**src/rtl/sfr_pkg.sv**
```systemverilog
package sfr_pkg;

	localparam logic [7:0] HEADER_BYTE    = 8'hFC;
	localparam logic [7:0] ACK_COMMAND    = 8'h00;
	localparam int         FRAME_OVERHEAD = 5;
	// first payload byte sits after header, two length bytes and command
	localparam int         PAYLOAD_OFFSET = 4;

	localparam logic [1:0] ST_OK       = 2'd0;
	localparam logic [1:0] ST_BAD_HDR  = 2'd1;
	localparam logic [1:0] ST_BAD_SUM  = 2'd2;
	localparam logic [1:0] ST_OVERFLOW = 2'd3;

	// what one received byte causes
	typedef struct packed {
		logic       fire;     // at least one result follows
		logic       run;      // payload run read back from the buffer
		logic [1:0] status;
		logic [7:0] command;
		logic [5:0] plen;
	} ev_t;

endpackage

```
**src/rtl/sfr_ram.sv**
```systemverilog
module sfr_ram #(
	parameter int WIDTH = 8,
	parameter int DEPTH = 64
) (
	input  logic                     clk,
	input  logic                     wr_en,
	input  logic [$clog2(DEPTH)-1:0] wr_addr,
	input  logic [WIDTH-1:0]         wr_data,
	input  logic                     rd_en,
	input  logic [$clog2(DEPTH)-1:0] rd_addr,
	output logic [WIDTH-1:0]         rd_data
);

	logic [WIDTH-1:0] mem [DEPTH];
	logic [WIDTH-1:0] rd_data_q;

	always_ff @(posedge clk) begin
		if (wr_en) begin
			mem[wr_addr] <= wr_data;
		end
		if (rd_en) begin
			rd_data_q <= mem[rd_addr];
		end
	end

	assign rd_data = rd_data_q;

endmodule

```
**src/rtl/sfr_parser.sv**
```systemverilog
module sfr_parser import sfr_pkg::*; #(
	parameter int BUFFER_BYTES = 64
) (
	input  logic                            clk,
	input  logic                            arst_n,
	input  logic                            acc,
	input  logic [7:0]                      rx_byte,
	output logic [$clog2(BUFFER_BYTES)-1:0] wr_addr,
	output ev_t                             ev
);

	localparam int CW = $clog2(BUFFER_BYTES + 1);
	localparam int AW = $clog2(BUFFER_BYTES);

	logic [CW-1:0] cnt_q;
	logic [15:0]   len_q;
	logic [7:0]    sum_q;
	logic [7:0]    cmd_q;
	logic          hdr_ok_q;

	logic [CW-1:0] cnt_new;
	logic          complete;
	logic          overflow;

	// count stays below the buffer size between items
	assign cnt_new  = cnt_q + CW'(1);
	assign wr_addr  = cnt_q[AW-1:0];
	assign complete = (cnt_new >= CW'(FRAME_OVERHEAD)) &&
	                  (17'(cnt_new) == 17'(len_q) + 17'(FRAME_OVERHEAD));
	assign overflow = !complete && (cnt_new == CW'(BUFFER_BYTES));

	always_comb begin
		ev = '0;
		if (complete) begin
			ev.fire = 1'b1;
			priority if (!hdr_ok_q) begin
				ev.status = ST_BAD_HDR;
			end else if (sum_q != rx_byte) begin
				ev.status = ST_BAD_SUM;
			end else begin
				ev.status  = ST_OK;
				ev.fire    = (cmd_q != ACK_COMMAND);
				ev.run     = (len_q != 16'd0);
				ev.command = cmd_q;
				ev.plen    = len_q[5:0];
			end
		end else if (overflow) begin
			ev.fire   = 1'b1;
			ev.status = ST_OVERFLOW;
		end
	end

	always_ff @(posedge clk or negedge arst_n) begin
		if (!arst_n) begin
			cnt_q    <= '0;
			len_q    <= '0;
			sum_q    <= '0;
			cmd_q    <= '0;
			hdr_ok_q <= 1'b0;
		end else if (acc) begin
			if (complete || overflow) begin
				cnt_q <= '0;
				len_q <= '0;
				sum_q <= '0;
			end else begin
				cnt_q <= cnt_new;
				sum_q <= sum_q + rx_byte;
				if (cnt_q == CW'(0)) hdr_ok_q <= (rx_byte == HEADER_BYTE);
				if (cnt_q == CW'(1)) len_q[15:8] <= rx_byte;
				if (cnt_q == CW'(2)) len_q[7:0] <= rx_byte;
				if (cnt_q == CW'(3)) cmd_q <= rx_byte;
			end
		end
	end

endmodule

```
**src/rtl/serial_frame_receiver_top.sv**
```systemverilog
// Bytes that cause no result are taken back to back while idle; a byte that
// causes a single result holds off input until that result is loaded into
// the output register. A good frame with payload holds off input while its
// payload is read back from the frame buffer RAM: each byte is read, then
// loaded into the output register; loads wait while the output stalls.
// Reset clears all control state; buffer contents are never cleared.
module serial_frame_receiver_top import sfr_pkg::*; #(
	parameter int BUFFER_BYTES = 64
) (
	input  logic       clk,
	input  logic       arst_n,
	input  logic       in_valid,
	output logic       in_stall,
	input  logic [7:0] rx_byte,
	output logic       out_valid,
	input  logic       out_stall,
	output logic [1:0] status,
	output logic [7:0] command,
	output logic [5:0] payload_len,
	output logic       has_payload,
	output logic [5:0] payload_index,
	output logic [7:0] payload_byte,
	output logic       last
);

	localparam int AW = $clog2(BUFFER_BYTES);

	localparam logic [1:0] S_IDLE = 2'd0;
	localparam logic [1:0] S_ONE  = 2'd1;
	localparam logic [1:0] S_RD   = 2'd2;
	localparam logic [1:0] S_LD   = 2'd3;

	logic [1:0]    state_q;
	ev_t           ev;
	ev_t           ev_q;
	logic [5:0]    idx_q;
	logic [AW-1:0] wr_addr;
	logic [7:0]    rd_data;
	logic          in_acc;
	logic          out_free;
	logic          out_load;
	logic          run_last;

	logic       out_valid_q;
	logic [1:0] status_q;
	logic [7:0] command_q;
	logic [5:0] payload_len_q;
	logic       has_payload_q;
	logic [5:0] payload_index_q;
	logic [7:0] payload_byte_q;
	logic       last_q;

	assign in_stall = (state_q != S_IDLE);
	assign in_acc   = in_valid && !in_stall;
	assign out_free = !out_valid_q || !out_stall;
	assign out_load = out_free && ((state_q == S_ONE) || (state_q == S_LD));
	assign run_last = ({1'b0, idx_q} + 7'd1) == {1'b0, ev_q.plen};

	sfr_parser #(
		.BUFFER_BYTES(BUFFER_BYTES)
	) u_parser (
		.clk     (clk),
		.arst_n  (arst_n),
		.acc     (in_acc),
		.rx_byte (rx_byte),
		.wr_addr (wr_addr),
		.ev      (ev)
	);

	sfr_ram #(
		.WIDTH(8),
		.DEPTH(BUFFER_BYTES)
	) u_buf (
		.clk     (clk),
		.wr_en   (in_acc),
		.wr_addr (wr_addr),
		.wr_data (rx_byte),
		.rd_en   (state_q == S_RD),
		.rd_addr (AW'(idx_q) + AW'(PAYLOAD_OFFSET)),
		.rd_data (rd_data)
	);

	always_ff @(posedge clk or negedge arst_n) begin
		if (!arst_n) begin
			state_q <= S_IDLE;
			ev_q    <= '0;
			idx_q   <= '0;
		end else begin
			unique case (state_q)
				S_IDLE: begin
					if (in_acc && ev.fire) begin
						ev_q    <= ev;
						idx_q   <= '0;
						state_q <= ev.run ? S_RD : S_ONE;
					end
				end
				S_ONE: begin
					if (out_free) begin
						state_q <= S_IDLE;
					end
				end
				S_RD: begin
					state_q <= S_LD;
				end
				S_LD: begin
					if (out_free) begin
						if (run_last) begin
							state_q <= S_IDLE;
						end else begin
							idx_q   <= idx_q + 6'd1;
							state_q <= S_RD;
						end
					end
				end
				default: state_q <= S_IDLE;
			endcase
		end
	end

	always_ff @(posedge clk or negedge arst_n) begin
		if (!arst_n) begin
			out_valid_q <= 1'b0;
		end else if (out_load) begin
			out_valid_q <= 1'b1;
		end else if (!out_stall) begin
			out_valid_q <= 1'b0;
		end
	end

	// output payload
	always_ff @(posedge clk) begin
		if (out_free) begin
			if (state_q == S_ONE) begin
				status_q        <= ev_q.status;
				command_q       <= ev_q.command;
				payload_len_q   <= ev_q.plen;
				has_payload_q   <= 1'b0;
				payload_index_q <= '0;
				payload_byte_q  <= '0;
				last_q          <= 1'b1;
			end else if (state_q == S_LD) begin
				status_q        <= ST_OK;
				command_q       <= ev_q.command;
				payload_len_q   <= ev_q.plen;
				has_payload_q   <= 1'b1;
				payload_index_q <= idx_q;
				payload_byte_q  <= rd_data;
				last_q          <= run_last;
			end
		end
	end

	assign out_valid     = out_valid_q;
	assign status        = status_q;
	assign command       = command_q;
	assign payload_len   = payload_len_q;
	assign has_payload   = has_payload_q;
	assign payload_index = payload_index_q;
	assign payload_byte  = payload_byte_q;
	assign last          = last_q;

	a_payload_ok: assert property (@(posedge clk) disable iff (!arst_n)
		out_valid && has_payload |-> status == ST_OK)
		else $error("payload result with error status");

	a_error_single: assert property (@(posedge clk) disable iff (!arst_n)
		out_valid && status != ST_OK |-> last && command == 8'd0 && !has_payload)
		else $error("error result not a lone final result");

	a_index_range: assert property (@(posedge clk) disable iff (!arst_n)
		out_valid && has_payload |-> payload_index < payload_len)
		else $error("payload index beyond payload length");

	a_stall_busy: assert property (@(posedge clk) disable iff (!arst_n)
		state_q == S_RD |=> in_stall && state_q == S_LD)
		else $error("buffer read not followed by load");

endmodule

```
**config.mk**
```make
export PLATFORM = sky130hd
export DESIGN_NAME = serial_frame_receiver_top
export DESIGN_NICKNAME = d
export VERILOG_FILES = /design/src/rtl/sfr_pkg.sv /design/src/rtl/sfr_ram.sv /design/src/rtl/sfr_parser.sv /design/src/rtl/serial_frame_receiver_top.sv
export SDC_FILE = /design/constraint.sdc
export NUM_CORES = 1
export LEC_CHECK = 0
export BUFFER_PORTS_ARGS = -buffer_cell sky130_fd_sc_hd__buf_4
export CORE_ASPECT_RATIO = 0.75
export CORE_MARGIN = 2
export CORE_UTILIZATION = 55
export DETAILED_ROUTE_END_ITERATION = 8
export GPL_ROUTABILITY_DRIVEN = 0
export PLACE_DENSITY = 0.7
export SETUP_SLACK_MARGIN = 0.15
export SYNTH_ARGS = -nofsm -noshare
export SYNTH_HDL_FRONTEND = slang
export SYNTH_SLANG_ARGS = --single-unit
```
**constraint.sdc**
```tcl
create_clock -name clk -period 8.25 [get_ports clk]
set_clock_uncertainty 0.15 [all_clocks]
set_input_delay 0.4125 -clock clk [delete_from_list [all_inputs] [get_ports clk]]
set_output_delay 0.4125 -clock clk [all_outputs]
set_load 0.05 [all_outputs]
```
==> run summary, run 1 <==
setup violators final: 0
post-synth cell types: 62
root buf cell: clkbuf_16
GRT Util Overall: 23.97%
WS Path Type: flip-flop to flip-flop
clock-pin slew on the worst setup and hold paths: 0.07 ns
HP Class: primary input to flip-flop
Synth Register Bits: 617
number of global-route vias before repair: 12,240
final wirelength: 55,030 um
part of the cycle the worst path needs: 50.52%
Worst EP arrival: 4.24 ns
DRT Pass-1 Iters: 7
antenna-violating nets left: 0
Post-DP Area: 25,880 um^2
commonest non-fill, non-tap cell in the layout: edfxtp_1
first-pass GRT wire length: 81,850 um
final hold vios: 0
Die ar.: 47,080 um^2
cells along the critical path: nor2_1 > nand2_1 > nor2_1 > nand3_1 > nor2_1
slew margin rel.: 14.20%
Die X: 249.9 um
Ys Warns: 0
most frequent cells in the layout: edfxtp_1, mux4_2, nor2_1, dfrtp_1, buf_4
f_max: 239.9 MHz
Worst Path Required: 8.32 ns
fin area: 27,640 um^2
ys flop type: edfxtp_1
Mapped Cells: 1,274
critical path launch point type: flip-flop
layout cell share with drive strength beyond 1: 24.03%
CP peak stage delay: 0.92 ns
met3 wire length: 5564 um
Final HPWL DP: 33,560 um
CTS tree: built
status: finished, final reports clean
worst skew pair latency: 0.61 ns
Worst Slack Setup Final: 4.082 ns
n_diodes: 0
Residual DRC: 0
I/O pin total: 46
Peak VDD IR: 0.2910 mV
min Tclk post-route: 4.168 ns
vias post-DR: 12,590
PortBufs: 45
Layout area overhead: 10.84%
Avg Cell Area, Syn: 19.58 um^2
Overflow after GRT: 0
TritonCTS Buffers: 55
Initial Util: 55.81%
register area share after synthesis: 72.99%
setup slack at placement: 4.094 ns
Post-synth ARST share: 10.53%
initial antenna violation count: 1
max-slew violations: 0
Die Ht: 188.4 um
Most Frequent Cell on Critical Path: nor2_1
CP Max Fanout: 23
core area: 44,680 um^2
Sum Neg Setup Slack: 0 ns
Post-Syn Area: 24,940 um^2
WL/cell: 28.09 um
Sink Count: 617
worst slew pin tran: 1.282 ns
highest routing layer actually used: met4
drt initial violations: 1,683
slowest CP cell: nor2_1
largest net degree at the start of global routing: 87
CTS Buffer Depth: 3
pwr/cell area: 312.5 nW/um^2
Post-Syn Nets: 1,303
Rows: 67
met2 WL post-DR: 24,360 um
Final nets: 1,357
unrepaired setup endpoints after global routing: no
routed vias/inst: 6.428
final core utilization: 61.87%
CP endpoint kind: flip-flop
Max-Cap Viols: 0
Leakage: 0.009004 uW
Met1 Routed Length: 24,240 um
H-tree depth: 2
EDFF count, synth: 552
[area by class of cell]
cell class              count  area [um^2]
fillers                  3088        17040
multi-input cells         572         6411
flip-flops and latches    617        18210
repair buffers             60        470.5
well taps                 586        733.2
inverters                  22        82.58
clock inverters            33        285.3
clock buffers              69         1449
[synth_stat cells, types with 5 or more instances]
cell | instances | share of area (%)
a21oi_1 | 6 | 0.12
a21o_1 | 9 | 0.27
nand4_1 | 9 | 0.23
buf_1 | 16 | 0.24
o31ai_1 | 9 | 0.27
buf_2 | 8 | 0.16
mux2_2 | 11 | 0.50
nor3_1 | 12 | 0.24
nor4_1 | 10 | 0.25
a22o_1 | 18 | 0.63
and3_1 | 5 | 0.13
xnor2_1 | 14 | 0.49
and2_1 | 19 | 0.48
o21ai_0 | 13 | 0.26
clkbuf_1 | 34 | 0.51
edfxtp_1 | 552 | 66
nor2_1 | 87 | 1.3
o21ai_1 | 5 | 0.10
dfrtp_1 | 65 | 6.5
xor2_1 | 16 | 0.56
nand3_1 | 19 | 0.38
mux2i_1 | 13 | 0.52
ha_1 | 16 | 0.80
mux4_2 | 168 | 15
inv_1 | 22 | 0.33
nand2_1 | 52 | 0.78
[worst max-delay path, delay by kind of cell (launching register included)]
family        cells  cell delay [ns]
simple gates      5             3.13
flops             1             0.49
[registers in the layout (all words and copies together) (netlist names)]
| signal | flops |
|---|---|
| u_parser.hdr_ok_q | 1 |
| status | 2 |
| last | 1 |
| state_q | 2 |
| idx_q | 6 |
| out_valid | 1 |
| u_parser.cmd_q | 8 |
| payload_byte | 8 |
| payload_len | 6 |
| command | 8 |
| ev_q | 16 |
| u_parser.len_q | 16 |
| has_payload | 1 |
| u_parser.cnt_q | 7 |
| u_buf.mem | 512 |
| payload_index | 6 |
| u_parser.sum_q | 8 |
| u_buf.rd_data | 8 |
[per-stage QoR]
stage	power, uW	hold WS, ns	instances
floorplan	5528	-0.03309	1274
global placement	6169	0.2855	1854
detailed placement	6206	0.2853	1854
CTS	8681	0.1281	1959
global route	8980	0.1352	1959
finish	8637	0.1403	1959
[per-layer routing]
layer | global-route usage, % | vias up
li1 | - | 5284
met1 | 38.27 | 6598
met2 | 34.03 | 641
met3 | 5.747 | 69
met4 | 5.028 | 0
met5 | 0 | -
[timing repair]
item / CTS / global route
buffers inserted: 0 / 0
hold buffers: 3 / 0
endpoints found under the hold margin: 68 / 0
resized for setup: 0 / 0
[kinds of logic after synthesis]
family	count (synthesis)	synth area share [%]
adders and majority gates	17	0.8830
muxes	194	16.33
DFF	617	72.99
buffers and inverters	85	1.425
xor gates and xnor gates	31	1.149
and+or+nand+nor	238	4.540
AOI/OAI and AO/OA	92	2.689
[where the power goes]
group	internal [uW]	total [uW]	leakage [uW]	switching, uW
combinational	1100	2190	0.00241	1090
sequential	3640	3960	0.00573	317
clock	1380	2490	0.000861	1120
total	6110	8640	0.00900	2520
[path summary, 6_finish.rpt]
check	startpoint	endpoint	depth (start not counted)	slack, ns
min in group asynchronous	arst_n	ev_q[12]	2	0.32
hold reg to reg	ev_q[13]	command[7]	0	0.30
max in group asynchronous	arst_n	idx_q[0]	2	6.98
hold / removal	rx_byte[2]	u_buf.mem[34][2]	1	0.14
setup reg to reg	state_q[1]	u_buf.mem[11][3]	5	4.08
setup / recovery	state_q[1]	u_buf.mem[11][3]	5	4.08
Power figures use the tool's default switching activity.
==> run 2: changes to the inputs <==
--- a/config.mk
+++ b/config.mk
@@ -11,7 +11,7 @@
 export CORE_UTILIZATION = 55
 export DETAILED_ROUTE_END_ITERATION = 8
 export GPL_ROUTABILITY_DRIVEN = 0
-export PLACE_DENSITY = 0.7
+export PLACE_DENSITY = 0.73
 export SETUP_SLACK_MARGIN = 0.15
 export SYNTH_ARGS = -nofsm -noshare
 export SYNTH_HDL_FRONTEND = slang
==> constraint.sdc (replaced) <==
create_clock -name clk -period 3.5 [get_ports clk]
set_clock_uncertainty 0.15 [all_clocks]
set_input_delay 0.175 -clock clk [delete_from_list [all_inputs] [get_ports clk]]
set_output_delay 0.175 -clock clk [all_outputs]
set_load 0.05 [all_outputs]
==> run 2 against run 1 <==
Effect of this change: critical path depth grew 5; final area up 3.1%; largest power group unchanged; clock-buffer cell count fell by 3; sequential share of layout area shrank 2.0 points; sequential cell count is the same; first-iteration DRC count decreased by 4.3%; combinational power grew to 2.8 times the previous value; via count rose by 2.4%; non-clock buffer count grew 87; register-to-register slack worse by 3.8 ns.
==> run summary, run 2 (synthesis results as in run 1) <==
DRT Pass-1 Iters: 5 (-2)
clock-pin slew on the worst setup and hold paths: 0.06 ns (about the same)
I/O pin total: 46 (unchanged)
routed vias/inst: 6.314 (-1.8%)
critical path launch point type: flip-flop
Layout area overhead: 14.24%
final hold vios: 0 (unchanged)
R2R Path End: ev_q[7]
Comb pwr share: 28.8% (+3.5 points)
part of the cycle the worst path needs: 91.86% (+41 points)
pwr/cell area: 738.6 nW/um^2 (+140%)
Sink Count: 617 (unchanged)
HP Class: primary input to flip-flop
drt initial violations: 1,610 (-4.3%)
CP peak stage delay: 0.52 ns (-0.40 ns)
Final HPWL DP: 35,550 um (+5.9%)
fin area: 28,490 um^2 (+3.1%)
core area: 44,680 um^2 (unchanged)
initial antenna violation count: 6 (+5)
Overflow after GRT: 0 (unchanged)
max-slew violations: 0 (unchanged)
Leakage: 0.009479 uW (+5.3%)
Worst EP arrival: 3.57 ns (-0.67 ns)
GRT Util Overall: 24.79% (+0.82 points)
Max-Cap Viols: 0 (unchanged)
final wirelength: 57,150 um (+3.8%)
Die ar.: 47,080 um^2 (unchanged)
number of global-route vias before repair: 12,800 (+4.5%)
TritonCTS Buffers: 56 (+1.8%)
clock network power share: 28.2% (-0.6 points)
Peak VDD IR: 0.4807 mV (+65%)
CTS tree: built
switching part of the total: 29.60% (+0.39 points)
r2r setup slk: 0.28 ns (-3.80 ns)
Crit Reg-Reg Startpoint: u_parser.len_q[0]
largest net degree at the start of global routing: 70 (-20%)
Reg power frac: 43.1% (-2.7 points)
Worst Hold Path Cells: 2 (+1)
min Tclk post-route: 3.215 ns (-0.9526 ns)
Largest register FFs: 512 (unchanged)
f_max: 311.0 MHz (+30%)
Initial Util: 55.81% (unchanged)
Sum Neg Setup Slack: 0 ns (unchanged)
antenna-violating nets left: 0 (unchanged)
CP endpoint kind: flip-flop
root buf cell: clkbuf_16
hold_sp: rx_byte[5]
Int Power: 14,810 uW (+140%)
layout cell share with drive strength beyond 1: 28.43% (+4.4 points)
worst r2r path cells: 10 (+5)
cells along the critical path: ha_1 > or4_1 > o21ai_0 > a41o_1 > o2111a_1 > nand4_1 > or2_4 > mux2i_4 > buf_6 > mux2i_1
setup violators final: 0 (unchanged)
Residual DRC: 0 (unchanged)
unrepaired setup endpoints after global routing: no
Post-DP Area: 26,620 um^2 (+2.9%)
worst skew pair latency: 0.60 ns (about the same)
post-CTS setup repair buffer count: 0 (unchanged)
slew margin rel.: 42.39% (+28 points)
switching pwr: 6228 uW (+150%)
WS Path Type: flip-flop to flip-flop
worst slew pin tran: 0.8641 ns (-0.4181 ns)
worst hold margin: 0.04029 ns (-0.1000 ns)
Rows: 67 (unchanged)
H-tree depth: 2 (unchanged)
commonest non-fill, non-tap cell in the layout: edfxtp_1
Most flops, register: u_buf.mem
Final nets: 1,445 (+6.5%)
vias post-DR: 12,900 (+2.4%)
first-pass GRT wire length: 84,990 um (+3.8%)
CTS Buffer Depth: 3 (unchanged)
status: finished, final reports clean
CP Max Fanout: 17 (-26%)
WL/cell: 27.97 um (-0.42%)
Top Registers: u_buf.mem (512), ev_q (16), u_parser.len_q (16)
slowest CP cell: or4_1
PortBufs: 45 (unchanged)
Die Ht: 188.4 um (unchanged)
Hold EP: u_buf.mem[52][5]
Worst Path Required: 3.86 ns (-4.46 ns)
Die X: 249.9 um (unchanged)
most frequent cells in the layout: edfxtp_1, mux4_2, buf_4, nor2_1, dfrtp_1
-- run 2: changes by cell type in the layout (fill, tap and decap cells not counted), sizes merged --
cell and change:
buf +82, diode +1, inv -3, clkbuf -3, dlygate4sd3 +5, clkinvlp +2
-- run 2: repair_timing --
action,in CTS,in global routing
endpoints found under the hold margin,85,0
setup endpoints to repair,2,48
pin swaps,0,0
gates resized for setup,1,10
hold buffers,8,0
-- run 2: layout make-up --
type,instances,area (um^2)
antenna,1,2.502
tap,586,733.2
sequential,617,18210
clock inverter,32,259.0
clock buffer,66,1481
timing repair buffer,147,1265
inverter,22,82.58
fill,2970,16190
multi-input combinational,572,6457
-- run 2: worst max-delay path: cells and delay by family, from the launching register on --
family / cells / cell delay, ns
and+or+nand+nor: 3 / 1.05
DFF: 1 / 0.46
AOI/OAI and AO/OA: 3 / 0.46
muxes: 2 / 0.45
adders and majority gates: 1 / 0.28
buffers and inverters: 1 / 0.25
-- run 2: layer usage --
| layer | GRT usage (%) | wire [um] | vias up | share of wire (%) |
|---|---|---|---|---|
| met5 | 0 | 27 | - | 0.047 |
| met4 | 6.395 | 1258 | 4 | 2.2 |
| met3 | 6.866 | 5651 | 98 | 9.9 |
| met2 | 36.29 | 26080 | 625 | 46 |
| met1 | 37.40 | 24120 | 6716 | 42 |
| li1 | - | - | 5456 | - |
-- run 2: worst max-delay path by stage --
stage                           start                 to  depth (start not counted)  slack (ns)
floorplan                    idx_q[0]   u_buf.rd_data[0]                          6        0.29
global placement    u_parser.cnt_q[1]         state_q[1]                         10        0.28
detailed placement  u_parser.cnt_q[1]            ev_q[6]                         10        0.16
CTS                 u_parser.cnt_q[1]  u_parser.cmd_q[7]                         10        0.21
global route        u_parser.cnt_q[1]            ev_q[7]                         10        0.16
finish              u_parser.len_q[0]            ev_q[7]                         10        0.28
-- run 2: power by group through the flow --
stage          sequential [uW]  clock (uW)  combinational [uW]
3_3_place_gp              9180           0                5870
5_1_grt                   9120        6300                6400
2_1_floorplan             9000           0                4030
4_1_cts                   9050        5990                6030
3_5_place_dp              9200           0                5960
6_report                  9060        5920                6060
-- run 2: per-stage QoR --
stage	std cells	worst slack (ns)	util (%)	power [uW]
after floorplan	1274	0.2897	-	13030
after global placement	1936	0.2814	59.57	15050
after detailed placement	1936	0.1611	59.57	15170
after CTS	2042	0.2059	63.65	21070
after global routing	2042	0.1566	63.76	21820
final	2043	0.2848	63.76	21040
